### config.mk
export PLATFORM = sky130hd
export DESIGN_NAME = load_cell_adc_reader_averager_core
export DESIGN_NICKNAME = d
export VERILOG_FILES = /design/src/rtl/lcar_pkg.sv /design/src/rtl/lcar_sequencer.sv /design/src/rtl/lcar_datapath.sv /design/src/rtl/load_cell_adc_reader_averager_core.sv
export SDC_FILE = /design/constraint.sdc
export NUM_CORES = 2
export LEC_CHECK = 0
export ABC_AREA = 1
export BUFFER_PORTS_ARGS = -buffer_cell sky130_fd_sc_hd__clkbuf_2
export CAP_MARGIN = 25
export CORE_AREA = 8 8 329 411
export CTS_BUF_LIST = sky130_fd_sc_hd__clkbuf_16
export DETAILED_ROUTE_END_ITERATION = 6
export DIE_AREA = 0 0 337 419
export SYNTH_ARGS = -nofsm -noshare
export SYNTH_HDL_FRONTEND = slang
export SYNTH_SLANG_ARGS = --single-unit
### constraint.sdc
create_clock -name clk -period 18.1 [get_ports clk]
set_input_delay 0 -clock clk [delete_from_list [all_inputs] [get_ports clk]]
set_output_delay 0 -clock clk [all_outputs]
set_load 0.01 [all_outputs]
### src/rtl/lcar_pkg.sv
// ============================================================================
// lcar_pkg
// Shared types, constants and microcode encoding for the load cell reader.
// ============================================================================
package lcar_pkg;

  localparam int DATA_BITS_DEF   = 24;
  localparam int COUNT_WIDTH_DEF = 16;

  localparam int RAW_W     = 24;
  localparam int DIFF_W    = RAW_W + 1;
  localparam int GPC_W     = 32;
  localparam int GPC_HALF  = GPC_W / 2;
  localparam int MOP_W     = GPC_HALF + 1;
  localparam int PP_W      = DIFF_W + MOP_W;
  localparam int PROD_W    = DIFF_W + GPC_W + 1;
  localparam int WGT_W     = 48;
  localparam int CFG_W     = 32;
  localparam int CFG_IDX_W = 3;
  localparam int EP_W      = 2;
  localparam int HP_W      = 8;
  localparam int SC_W      = 16;
  localparam int STEP_W    = 4;

  localparam logic [CFG_IDX_W-1:0] CFG_EXTRA_PULSES = 3'd0;
  localparam logic [CFG_IDX_W-1:0] CFG_HALF_PERIOD  = 3'd1;
  localparam logic [CFG_IDX_W-1:0] CFG_SAMPLE_COUNT = 3'd2;
  localparam logic [CFG_IDX_W-1:0] CFG_TARE_OFFSET  = 3'd3;
  localparam logic [CFG_IDX_W-1:0] CFG_GRAMS_PER    = 3'd4;

  localparam logic [EP_W-1:0]  EP_RST   = 2'd1;
  localparam logic [HP_W-1:0]  HP_RST   = 8'd1;
  localparam logic [SC_W-1:0]  SC_RST   = 16'd1;
  localparam logic [RAW_W-1:0] TARE_RST = 24'd0;
  localparam logic [GPC_W-1:0] GPC_RST  = 32'h0001_0000;

  localparam logic [WGT_W-1:0] WGT_MAX = 48'h7FFF_FFFF_FFFF;
  localparam logic [WGT_W-1:0] WGT_MIN = 48'h8000_0000_0000;

  typedef logic [STEP_W-1:0] step_t;

  localparam step_t S_FETCH  = 4'd0;
  localparam step_t S_TICK   = 4'd1;
  localparam step_t S_TEST   = 4'd2;
  localparam step_t S_DIV    = 4'd3;
  localparam step_t S_SIGN   = 4'd4;
  localparam step_t S_DIFF   = 4'd5;
  localparam step_t S_MUL_LO = 4'd6;
  localparam step_t S_MUL_HI = 4'd7;
  localparam step_t S_SAT    = 4'd8;
  localparam step_t S_EMIT   = 4'd9;

  typedef enum logic [3:0] {
    OP_NOP,
    OP_TICK,
    OP_DIV_INIT,
    OP_DIV_STEP,
    OP_SIGN,
    OP_DIFF,
    OP_MUL_LO,
    OP_MUL_HI,
    OP_SAT
  } op_t;

  typedef enum logic [2:0] {
    JC_NEVER,
    JC_ALWAYS,
    JC_NO_INPUT,
    JC_NOT_FINISH,
    JC_DIV_MORE,
    JC_OUT_BUSY
  } jcond_t;

  typedef struct packed {
    op_t    op;
    logic   take;
    logic   emit;
    jcond_t hold;
    jcond_t jc;
    step_t  target;
  } ctrl_t;

  typedef struct packed {
    logic finish;
    logic div_more;
  } dp_stat_t;

  typedef struct packed {
    logic     in_valid;
    logic     out_free;
    dp_stat_t dp;
  } cond_t;

  typedef struct packed {
    logic             clock_line;
    logic             busy;
    logic             valid;
    logic [RAW_W-1:0] raw;
    logic [WGT_W-1:0] weight;
  } res_t;

  typedef enum logic [2:0] {
    PH_IDLE  = 3'b001,
    PH_WAIT  = 3'b010,
    PH_SHIFT = 3'b100
  } phase_t;

endpackage

### src/rtl/lcar_sequencer.sv
// ============================================================================
// lcar_sequencer
// Step counter and control store; holds, jumps or advances each cycle.
// ============================================================================
module lcar_sequencer (
  input  logic            clk,
  input  logic            rst,
  input  lcar_pkg::cond_t cond,
  output lcar_pkg::ctrl_t ctrl
);

  lcar_pkg::step_t step;
  lcar_pkg::step_t step_next;

  function automatic lcar_pkg::ctrl_t rom(lcar_pkg::step_t s);
    lcar_pkg::ctrl_t c;
    c.op     = lcar_pkg::OP_NOP;
    c.take   = 1'b0;
    c.emit   = 1'b0;
    c.hold   = lcar_pkg::JC_NEVER;
    c.jc     = lcar_pkg::JC_NEVER;
    c.target = lcar_pkg::S_FETCH;
    unique case (s)
      lcar_pkg::S_FETCH: begin
        c.take = 1'b1;
        c.hold = lcar_pkg::JC_NO_INPUT;
      end
      lcar_pkg::S_TICK:   c.op = lcar_pkg::OP_TICK;
      lcar_pkg::S_TEST: begin
        c.op     = lcar_pkg::OP_DIV_INIT;
        c.jc     = lcar_pkg::JC_NOT_FINISH;
        c.target = lcar_pkg::S_EMIT;
      end
      lcar_pkg::S_DIV: begin
        c.op   = lcar_pkg::OP_DIV_STEP;
        c.hold = lcar_pkg::JC_DIV_MORE;
      end
      lcar_pkg::S_SIGN:   c.op = lcar_pkg::OP_SIGN;
      lcar_pkg::S_DIFF:   c.op = lcar_pkg::OP_DIFF;
      lcar_pkg::S_MUL_LO: c.op = lcar_pkg::OP_MUL_LO;
      lcar_pkg::S_MUL_HI: c.op = lcar_pkg::OP_MUL_HI;
      lcar_pkg::S_SAT:    c.op = lcar_pkg::OP_SAT;
      lcar_pkg::S_EMIT: begin
        c.emit   = 1'b1;
        c.hold   = lcar_pkg::JC_OUT_BUSY;
        c.jc     = lcar_pkg::JC_ALWAYS;
        c.target = lcar_pkg::S_FETCH;
      end
      default: c.jc = lcar_pkg::JC_ALWAYS;
    endcase
    return c;
  endfunction

  function automatic logic test(lcar_pkg::jcond_t j, lcar_pkg::cond_t st);
    logic r;
    unique case (j)
      lcar_pkg::JC_ALWAYS:     r = 1'b1;
      lcar_pkg::JC_NO_INPUT:   r = !st.in_valid;
      lcar_pkg::JC_NOT_FINISH: r = !st.dp.finish;
      lcar_pkg::JC_DIV_MORE:   r = st.dp.div_more;
      lcar_pkg::JC_OUT_BUSY:   r = !st.out_free;
      default:                 r = 1'b0;
    endcase
    return r;
  endfunction

  assign ctrl = rom(step);

  always_comb begin
    if (test(ctrl.hold, cond)) begin
      step_next = step;
    end else if (test(ctrl.jc, cond)) begin
      step_next = ctrl.target;
    end else begin
      step_next = step + lcar_pkg::step_t'(1);
    end
  end

  always_ff @(posedge clk) begin
    if (rst) begin
      step <= lcar_pkg::S_FETCH;
    end else begin
      step <= step_next;
    end
  end

  a_step_range: assert property (@(posedge clk) disable iff (rst)
    step <= lcar_pkg::S_EMIT)
    else $error("step beyond end of program");

endmodule

### src/rtl/lcar_datapath.sv
// ============================================================================
// lcar_datapath
// Serial interface state, accumulator, restoring divider and split multiplier.
// ============================================================================
module lcar_datapath #(
  parameter int DATA_BITS   = lcar_pkg::DATA_BITS_DEF,
  parameter int COUNT_WIDTH = lcar_pkg::COUNT_WIDTH_DEF
) (
  input  logic                           clk,
  input  logic                           rst,
  input  logic                           cfg_we,
  input  logic [lcar_pkg::CFG_IDX_W-1:0] cfg_index,
  input  logic [lcar_pkg::CFG_W-1:0]     cfg_data,
  input  lcar_pkg::ctrl_t                ctrl,
  input  logic                           take_fire,
  input  logic                           start_req,
  input  logic                           data_line,
  output lcar_pkg::dp_stat_t             stat,
  output lcar_pkg::res_t                 res
);

  localparam int ACC_W = DATA_BITS + COUNT_WIDTH;
  localparam int BC_W  = $clog2(DATA_BITS + 4);
  localparam int DC_W  = $clog2(ACC_W + 1);
  localparam int SAT_W = lcar_pkg::PROD_W - lcar_pkg::WGT_W + 1;

  // configuration
  logic [lcar_pkg::EP_W-1:0]         extra_pulses;
  logic [lcar_pkg::HP_W-1:0]         half_period;
  logic [lcar_pkg::SC_W-1:0]         sample_count;
  logic signed [lcar_pkg::RAW_W-1:0] tare;
  logic [lcar_pkg::GPC_W-1:0]        gpc;

  // control state
  lcar_pkg::phase_t         phase, phase_next;
  logic [BC_W-1:0]          bit_cnt, bit_cnt_next;
  logic [lcar_pkg::HP_W-1:0] tick_cnt, tick_cnt_next;
  logic [DATA_BITS-1:0]     shift_word, shift_word_next;
  logic signed [ACC_W-1:0]  sum, sum_next;
  logic [COUNT_WIDTH-1:0]   samples, samples_next;
  logic                     clk_lvl, clk_lvl_next;
  logic                     finish, finish_next;

  // working registers
  logic                     start_q, data_q;
  logic [ACC_W-1:0]         div_q, div_q_next;
  logic [COUNT_WIDTH-1:0]   div_r, div_r_next;
  logic                     div_neg, div_neg_next;
  logic [DC_W-1:0]          div_cnt, div_cnt_next;
  logic signed [lcar_pkg::RAW_W-1:0]  avg, avg_next;
  logic signed [lcar_pkg::DIFF_W-1:0] diff, diff_next;
  logic signed [lcar_pkg::PROD_W-1:0] prod, prod_next;
  logic [lcar_pkg::WGT_W-1:0]         weight, weight_next;

  // combinational helpers
  logic [lcar_pkg::HP_W-1:0] hp_eff;
  logic [lcar_pkg::EP_W-1:0] ep_eff;
  logic [COUNT_WIDTH-1:0]    n_eff;
  logic [lcar_pkg::HP_W-1:0] tick_inc;
  logic [BC_W-1:0]           bit_inc;
  logic [BC_W-1:0]           bit_limit;
  logic [COUNT_WIDTH-1:0]    samples_inc;
  logic [COUNT_WIDTH:0]      div_sh;
  logic [COUNT_WIDTH:0]      n_ext;
  logic [lcar_pkg::RAW_W-1:0] q_mag;
  logic signed [lcar_pkg::MOP_W-1:0] mop;
  logic signed [lcar_pkg::PP_W-1:0]  pp;
  logic [SAT_W-1:0]          prod_top;

  always_ff @(posedge clk) begin
    if (rst) begin
      extra_pulses <= lcar_pkg::EP_RST;
      half_period  <= lcar_pkg::HP_RST;
      sample_count <= lcar_pkg::SC_RST;
      tare         <= lcar_pkg::TARE_RST;
      gpc          <= lcar_pkg::GPC_RST;
    end else if (cfg_we) begin
      unique case (cfg_index)
        lcar_pkg::CFG_EXTRA_PULSES: extra_pulses <= cfg_data[lcar_pkg::EP_W-1:0];
        lcar_pkg::CFG_HALF_PERIOD:  half_period  <= cfg_data[lcar_pkg::HP_W-1:0];
        lcar_pkg::CFG_SAMPLE_COUNT: sample_count <= cfg_data[lcar_pkg::SC_W-1:0];
        lcar_pkg::CFG_TARE_OFFSET:  tare         <= cfg_data[lcar_pkg::RAW_W-1:0];
        lcar_pkg::CFG_GRAMS_PER:    gpc          <= cfg_data[lcar_pkg::GPC_W-1:0];
        default: ;
      endcase
    end
  end

  assign hp_eff      = (half_period == '0) ? lcar_pkg::HP_W'(1) : half_period;
  assign ep_eff      = (extra_pulses == '0) ? lcar_pkg::EP_W'(1) : extra_pulses;
  assign n_eff       = (sample_count[COUNT_WIDTH-1:0] == '0) ? COUNT_WIDTH'(1)
                                                            : sample_count[COUNT_WIDTH-1:0];
  assign tick_inc    = tick_cnt + lcar_pkg::HP_W'(1);
  assign bit_inc     = bit_cnt + BC_W'(1);
  assign bit_limit   = BC_W'(DATA_BITS) + BC_W'(ep_eff);
  assign samples_inc = samples + COUNT_WIDTH'(1);
  assign div_sh      = {div_r, div_q[ACC_W-1]};
  assign n_ext       = {1'b0, n_eff};
  assign q_mag       = lcar_pkg::RAW_W'(div_q);
  assign mop         = (ctrl.op == lcar_pkg::OP_MUL_HI)
                       ? {1'b0, gpc[lcar_pkg::GPC_W-1:lcar_pkg::GPC_HALF]}
                       : {1'b0, gpc[lcar_pkg::GPC_HALF-1:0]};
  assign pp          = diff * mop;
  assign prod_top    = prod[lcar_pkg::PROD_W-1:lcar_pkg::WGT_W-1];

  always_comb begin
    phase_next      = phase;
    bit_cnt_next    = bit_cnt;
    tick_cnt_next   = tick_cnt;
    shift_word_next = shift_word;
    sum_next        = sum;
    samples_next    = samples;
    clk_lvl_next    = clk_lvl;
    finish_next     = finish;
    div_q_next      = div_q;
    div_r_next      = div_r;
    div_neg_next    = div_neg;
    div_cnt_next    = div_cnt;
    avg_next        = avg;
    diff_next       = diff;
    prod_next       = prod;
    weight_next     = weight;
    unique case (ctrl.op)
      lcar_pkg::OP_TICK: begin
        finish_next = 1'b0;
        unique case (phase)
          lcar_pkg::PH_IDLE: begin
            clk_lvl_next = 1'b0;
            if (start_q) begin
              sum_next     = '0;
              samples_next = '0;
              phase_next   = lcar_pkg::PH_WAIT;
            end
          end
          lcar_pkg::PH_WAIT: begin
            clk_lvl_next = 1'b0;
            if (!data_q) begin
              phase_next      = lcar_pkg::PH_SHIFT;
              clk_lvl_next    = 1'b1;
              tick_cnt_next   = '0;
              bit_cnt_next    = '0;
              shift_word_next = '0;
            end
          end
          lcar_pkg::PH_SHIFT: begin
            if (tick_inc >= hp_eff || tick_inc == '0) begin
              tick_cnt_next = '0;
              if (clk_lvl) begin
                if (bit_cnt < BC_W'(DATA_BITS)) begin
                  shift_word_next = {shift_word[DATA_BITS-2:0], data_q};
                end
                clk_lvl_next = 1'b0;
              end else if (bit_inc >= bit_limit) begin
                sum_next     = sum + ACC_W'(signed'(shift_word));
                samples_next = samples_inc;
                bit_cnt_next = '0;
                if (samples_inc >= n_eff || samples_inc == '0) begin
                  finish_next = 1'b1;
                  phase_next  = lcar_pkg::PH_IDLE;
                end else begin
                  phase_next  = lcar_pkg::PH_WAIT;
                end
              end else begin
                bit_cnt_next = bit_inc;
                clk_lvl_next = 1'b1;
              end
            end else begin
              tick_cnt_next = tick_inc;
            end
          end
          default: begin
            phase_next   = lcar_pkg::PH_IDLE;
            clk_lvl_next = 1'b0;
          end
        endcase
      end
      lcar_pkg::OP_DIV_INIT: begin
        div_q_next   = sum[ACC_W-1] ? ACC_W'(-sum) : ACC_W'(sum);
        div_r_next   = '0;
        div_neg_next = sum[ACC_W-1];
        div_cnt_next = DC_W'(ACC_W);
      end
      lcar_pkg::OP_DIV_STEP: begin
        div_cnt_next = div_cnt - DC_W'(1);
        if (div_sh >= n_ext) begin
          div_r_next = COUNT_WIDTH'(div_sh - n_ext);
          div_q_next = {div_q[ACC_W-2:0], 1'b1};
        end else begin
          div_r_next = div_sh[COUNT_WIDTH-1:0];
          div_q_next = {div_q[ACC_W-2:0], 1'b0};
        end
      end
      lcar_pkg::OP_SIGN:   avg_next  = div_neg ? -q_mag : q_mag;
      lcar_pkg::OP_DIFF:   diff_next = lcar_pkg::DIFF_W'(avg) - lcar_pkg::DIFF_W'(tare);
      lcar_pkg::OP_MUL_LO: prod_next = lcar_pkg::PROD_W'(pp);
      lcar_pkg::OP_MUL_HI: prod_next = prod + (lcar_pkg::PROD_W'(pp) <<< lcar_pkg::GPC_HALF);
      lcar_pkg::OP_SAT: begin
        if ((&prod_top) || !(|prod_top)) begin
          weight_next = prod[lcar_pkg::WGT_W-1:0];
        end else begin
          weight_next = prod[lcar_pkg::PROD_W-1] ? lcar_pkg::WGT_MIN : lcar_pkg::WGT_MAX;
        end
      end
      default: ;
    endcase
  end

  always_ff @(posedge clk) begin
    if (rst) begin
      phase      <= lcar_pkg::PH_IDLE;
      bit_cnt    <= '0;
      tick_cnt   <= '0;
      shift_word <= '0;
      sum        <= '0;
      samples    <= '0;
      clk_lvl    <= 1'b0;
      finish     <= 1'b0;
    end else begin
      phase      <= phase_next;
      bit_cnt    <= bit_cnt_next;
      tick_cnt   <= tick_cnt_next;
      shift_word <= shift_word_next;
      sum        <= sum_next;
      samples    <= samples_next;
      clk_lvl    <= clk_lvl_next;
      finish     <= finish_next;
    end
  end

  always_ff @(posedge clk) begin
    if (take_fire) begin
      start_q <= start_req;
      data_q  <= data_line;
    end
    div_q   <= div_q_next;
    div_r   <= div_r_next;
    div_neg <= div_neg_next;
    div_cnt <= div_cnt_next;
    avg     <= avg_next;
    diff    <= diff_next;
    prod    <= prod_next;
    weight  <= weight_next;
  end

  assign stat.finish   = finish;
  assign stat.div_more = (div_cnt != DC_W'(1));

  assign res.clock_line = clk_lvl;
  assign res.busy       = (phase != lcar_pkg::PH_IDLE);
  assign res.valid      = finish;
  assign res.raw        = finish ? avg : '0;
  assign res.weight     = finish ? weight : '0;

  a_clk_in_shift: assert property (@(posedge clk) disable iff (rst)
    clk_lvl |-> phase == lcar_pkg::PH_SHIFT)
    else $error("clock line high outside shift phase");

  a_bit_bound: assert property (@(posedge clk) disable iff (rst)
    bit_cnt <= BC_W'(DATA_BITS + 3))
    else $error("bit counter past last gain pulse");

  a_finish_idle: assert property (@(posedge clk) disable iff (rst)
    finish |-> phase == lcar_pkg::PH_IDLE)
    else $error("measurement finished but not idle");

endmodule

### src/rtl/load_cell_adc_reader_averager_core.sv
// ============================================================================
// load_cell_adc_reader_averager_core
// Two-wire bridge converter reader with signed averaging and weight output.
// Each item is one tick and gives one result item.
// Plain tick: TICK, TEST, then EMIT, which holds while the output is stalled.
// Completing tick: TEST, then DIV repeats as the one-bit-per-cycle restoring
// divider, then SIGN, DIFF, two multiplier passes, SAT and EMIT.
// Synchronous reset restores config and control state only; no clearing pass.
// ============================================================================
module load_cell_adc_reader_averager_core #(
  parameter int DATA_BITS   = lcar_pkg::DATA_BITS_DEF,
  parameter int COUNT_WIDTH = lcar_pkg::COUNT_WIDTH_DEF
) (
  input  logic                              clk,
  input  logic                              rst,
  input  logic                              cfg_we,
  input  logic [lcar_pkg::CFG_IDX_W-1:0]    cfg_index,
  input  logic [lcar_pkg::CFG_W-1:0]        cfg_data,
  input  logic                              in_valid,
  output logic                              in_stall,
  input  logic                              start_req,
  input  logic                              data_line,
  output logic                              out_valid,
  input  logic                              out_stall,
  output logic                              clock_line,
  output logic                              busy_res,
  output logic                              result_valid,
  output logic signed [lcar_pkg::RAW_W-1:0] raw_average,
  output logic signed [lcar_pkg::WGT_W-1:0] weight_q16
);

  lcar_pkg::ctrl_t    ctrl;
  lcar_pkg::cond_t    cond;
  lcar_pkg::dp_stat_t stat;
  lcar_pkg::res_t     res;
  logic               out_free;
  logic               take_fire;
  logic               emit_fire;

  assign out_free  = !out_valid || !out_stall;
  assign take_fire = ctrl.take && in_valid;
  assign emit_fire = ctrl.emit && out_free;
  assign in_stall  = !ctrl.take;

  assign cond.in_valid = in_valid;
  assign cond.out_free = out_free;
  assign cond.dp       = stat;

  lcar_sequencer u_seq (
    .clk  (clk),
    .rst  (rst),
    .cond (cond),
    .ctrl (ctrl)
  );

  lcar_datapath #(
    .DATA_BITS   (DATA_BITS),
    .COUNT_WIDTH (COUNT_WIDTH)
  ) u_dp (
    .clk       (clk),
    .rst       (rst),
    .cfg_we    (cfg_we),
    .cfg_index (cfg_index),
    .cfg_data  (cfg_data),
    .ctrl      (ctrl),
    .take_fire (take_fire),
    .start_req (start_req),
    .data_line (data_line),
    .stat      (stat),
    .res       (res)
  );

  always_ff @(posedge clk) begin
    if (rst) begin
      out_valid <= 1'b0;
    end else if (emit_fire) begin
      out_valid <= 1'b1;
    end else if (!out_stall) begin
      out_valid <= 1'b0;
    end
  end

  always_ff @(posedge clk) begin
    if (emit_fire) begin
      clock_line   <= res.clock_line;
      busy_res     <= res.busy;
      result_valid <= res.valid;
      raw_average  <= res.raw;
      weight_q16   <= res.weight;
    end
  end

endmodule
==> run metrics <==
EDFF count, synth 295; TritonRoute pass-1 iters 6; Synth Cell Area 44700 sq um; skew final 0.0639 ns; Area Growth Syn to Fin 10.6%; post-synth top area share 19.8%; status finished, final reports clean; crit path launch u_seq.step[1]; Yosys cell types 57; period utilization 62.1%; VDD IR-drop max 75.0 uV; #FFs+latches synth 480; crit path DAT 11.62 ns; antenna violations before repair 6; Area contributors post-synth edfxtp_1 (20%), fa_1 (18%), nand2_1 (12%); worst hold path type input pin to flop; WL/cell 18.4 um; TritonCTS buffer count 57; Primary FF master, synth edfxtp_1; CP max stage delay 0.79 ns; largest net degree at the start of global routing 73; final hold violations 0; post-detailed-route count of antenna-violating nets 0; initial drt markers 2352; Fill cells 13443; post-layout util 38.3%; global-route wire length before repair 220 mm; initial core utilization 34.6%; width of the die 337 um; Worst-Margin Slew 1.05 ns; share of cells above drive strength 1 5.73%; delay-heaviest family, CP adder cells; die height 419 um; Post-synth ARST share 0%; worst-path fanout max 57; PostCTS Resize Cnt 0; buffers and inverters on the worst path 11; fmax 89.0 MHz; Total Routing Usage GR 20.0%; Max Cap Viol 0; worst rel slew slack 30.2%; sequential share of the synthesized area 28.1%; RSZ-0062 raised after global routing false; Via density 4.91; WP data required 18.48 ns; DP Area 46900 sq um; Setup violations, final 0; num ports 119; Syn Area/Cell 7.62 sq um; final slew viol count 0; crit path kind flop to flop; Ys Warns 0; hold buffers post-CTS 52; clk buf depth 3; Slowest-stage cell, CP inv_1; later-pin clock latency in the skew report 0.69 ns; gr ovfl total 0; CP Launch Type flop; syn_nets 6566; hpwl dp 115 mm; Setup crit end kind flop; Port Buffers 118; post-route design area 49400 sq um; post-layout min period 11.24 ns; Max H-tree Level 2; hold path startpoint data_line; Vias 37981; Sink Count 480; DRC violations left 0; Layout Nets 6657; Critical Path Most Common Cell inv_1; cell count after synthesis 5862; setup tns final 0 ns; commonest non-fill, non-tap cell in the layout nand2_1; PwrDens 81.2 nW/um^2; post-CTS setup buffer count 0; Pleak 23.7 nW; number of global-route vias before repair 38782; Worst-path clk slew 0.06 ns; leading area contributor after synthesis edfxtp_1; row count 148; clock root buffer clkbuf_16; CORE AREA 129000 sq um; CTS tree yes; RePlAce Congestion 0.954; worst r2r src u_seq.step[1]; full die area 141000 sq um; most frequent cells in the layout nand2_1 (1445), inv_1 (1127), nor2_1 (632); Detailed Route WL 142 mm
-- per-layer routing --
metal	share of wire, %	track usage [%]
met5	0.018	0
met4	5.9	9.95
met3	5.6	3.07
met1	40	23.8
met2	48	34.8
-- cell type report --
cell class	instances	area (sq um)	share of cell area (%)
inverters	1133	4260	8.62
well taps	1725	2160	4.37
clock inverters	50	465	0.942
repair buffers	195	1320	2.68
clock buffers	58	1450	2.94
diodes	2	5.00	0.0101
multi-input cells	4086	27200	55.0
flip-flops and latches	480	12600	25.4
-- metrics by stage --
step / std cells / hold WS, ns / setup slack (ns) / total power, mW
global route: 7727 / 0.0720 / 6.32 / 4.27
floorplan: 5862 / 0.0989 / 9.01 / 2.36
finish: 7729 / 0.108 / 6.86 / 4.01
detailed placement: 7566 / 0.193 / 6.96 / 2.84
CTS: 7726 / 0.0363 / 6.93 / 4.06
global placement: 7566 / 0.201 / 7.00 / 2.83
-- Yosys cell counts (3+ instances only) --
| cell | n |
|---|---|
| nand2_1 | 1445 |
| inv_1 | 1115 |
| nor2_1 | 632 |
| fa_1 | 395 |
| a21oi_1 | 362 |
| edfxtp_1 | 295 |
| ha_1 | 267 |
| o21ai_0 | 253 |
| nand3_1 | 241 |
| dfxtp_1 | 185 |
| xor2_1 | 104 |
| clkbuf_1 | 85 |
| nand4_1 | 58 |
| nor3_1 | 56 |
| buf_2 | 49 |
| xnor2_1 | 39 |
| o21bai_1 | 31 |
| or2_2 | 22 |
| nor3_2 | 19 |
| nand3b_1 | 18 |
| nor4_1 | 18 |
| a31oi_1 | 17 |
| buf_1 | 16 |
| nand3_2 | 16 |
| inv_2 | 14 |
| a21o_1 | 13 |
| and2_1 | 10 |
| o21a_1 | 9 |
| o21ai_2 | 8 |
| a21boi_0 | 7 |
| buf_4 | 6 |
| buf_6 | 6 |
| o211ai_1 | 6 |
| nand2_2 | 4 |
| o21ai_4 | 4 |
| or2_1 | 4 |
| a211oi_1 | 3 |
| clkinv_1 | 3 |
| nor2_2 | 3 |
| o31ai_1 | 3 |
-- power by group --
part           switching (mW)  leakage (nW)  internal [mW]
combinational            1.02          18.6          0.457
sequential             0.0475          4.13           1.30
clock                   0.524         0.975          0.662
total                    1.59          23.7           2.42
-- worst paths after layout --
path | endpoint | cells past startpoint | slack [ns]
max | u_dp.prod[52] | 40 | 6.86
min | u_dp.data_q | 2 | 0.11
max reg2reg | u_dp.prod[52] | 40 | 6.86
min reg2reg | u_dp.gpc[15] | 2 | 0.45
-- logic make-up (layout without fill, tap and decap cells) --
family / count (synthesis) / in the layout / synth area share, %
AO/OA/AOI/OAI: 724 / 724 / 8.82
adder cells (fa/ha/maj): 662 / 662 / 25.2
flip-flops: 480 / 480 / 28.1
AND/OR/NAND/NOR: 2557 / 2557 / 23.8
XOR/XNOR: 143 / 143 / 2.80
buffers and inverters: 1296 / 1436 / 11.2
other: 0 / 2 / 0
-- sequential cells by signal (all words and copies together), names as in the netlist, 2 cells and up --
name,cells
u_dp.prod,58
u_dp.weight,48
weight_q16,48
u_dp.div_q,40
u_dp.sum,40
u_dp.gpc,32
u_dp.diff,25
raw_average,24
u_dp.avg,24
u_dp.shift_word,24
u_dp.tare,24
u_dp.div_r,16
u_dp.sample_count,16
u_dp.samples,16
u_dp.half_period,8
u_dp.tick_cnt,8
u_dp.div_cnt,6
u_dp.bit_cnt,5
u_seq.step,4
u_dp.phase,3
u_dp.extra_pulses,2
No activity file was read; power rests on OpenSTA's default activity.
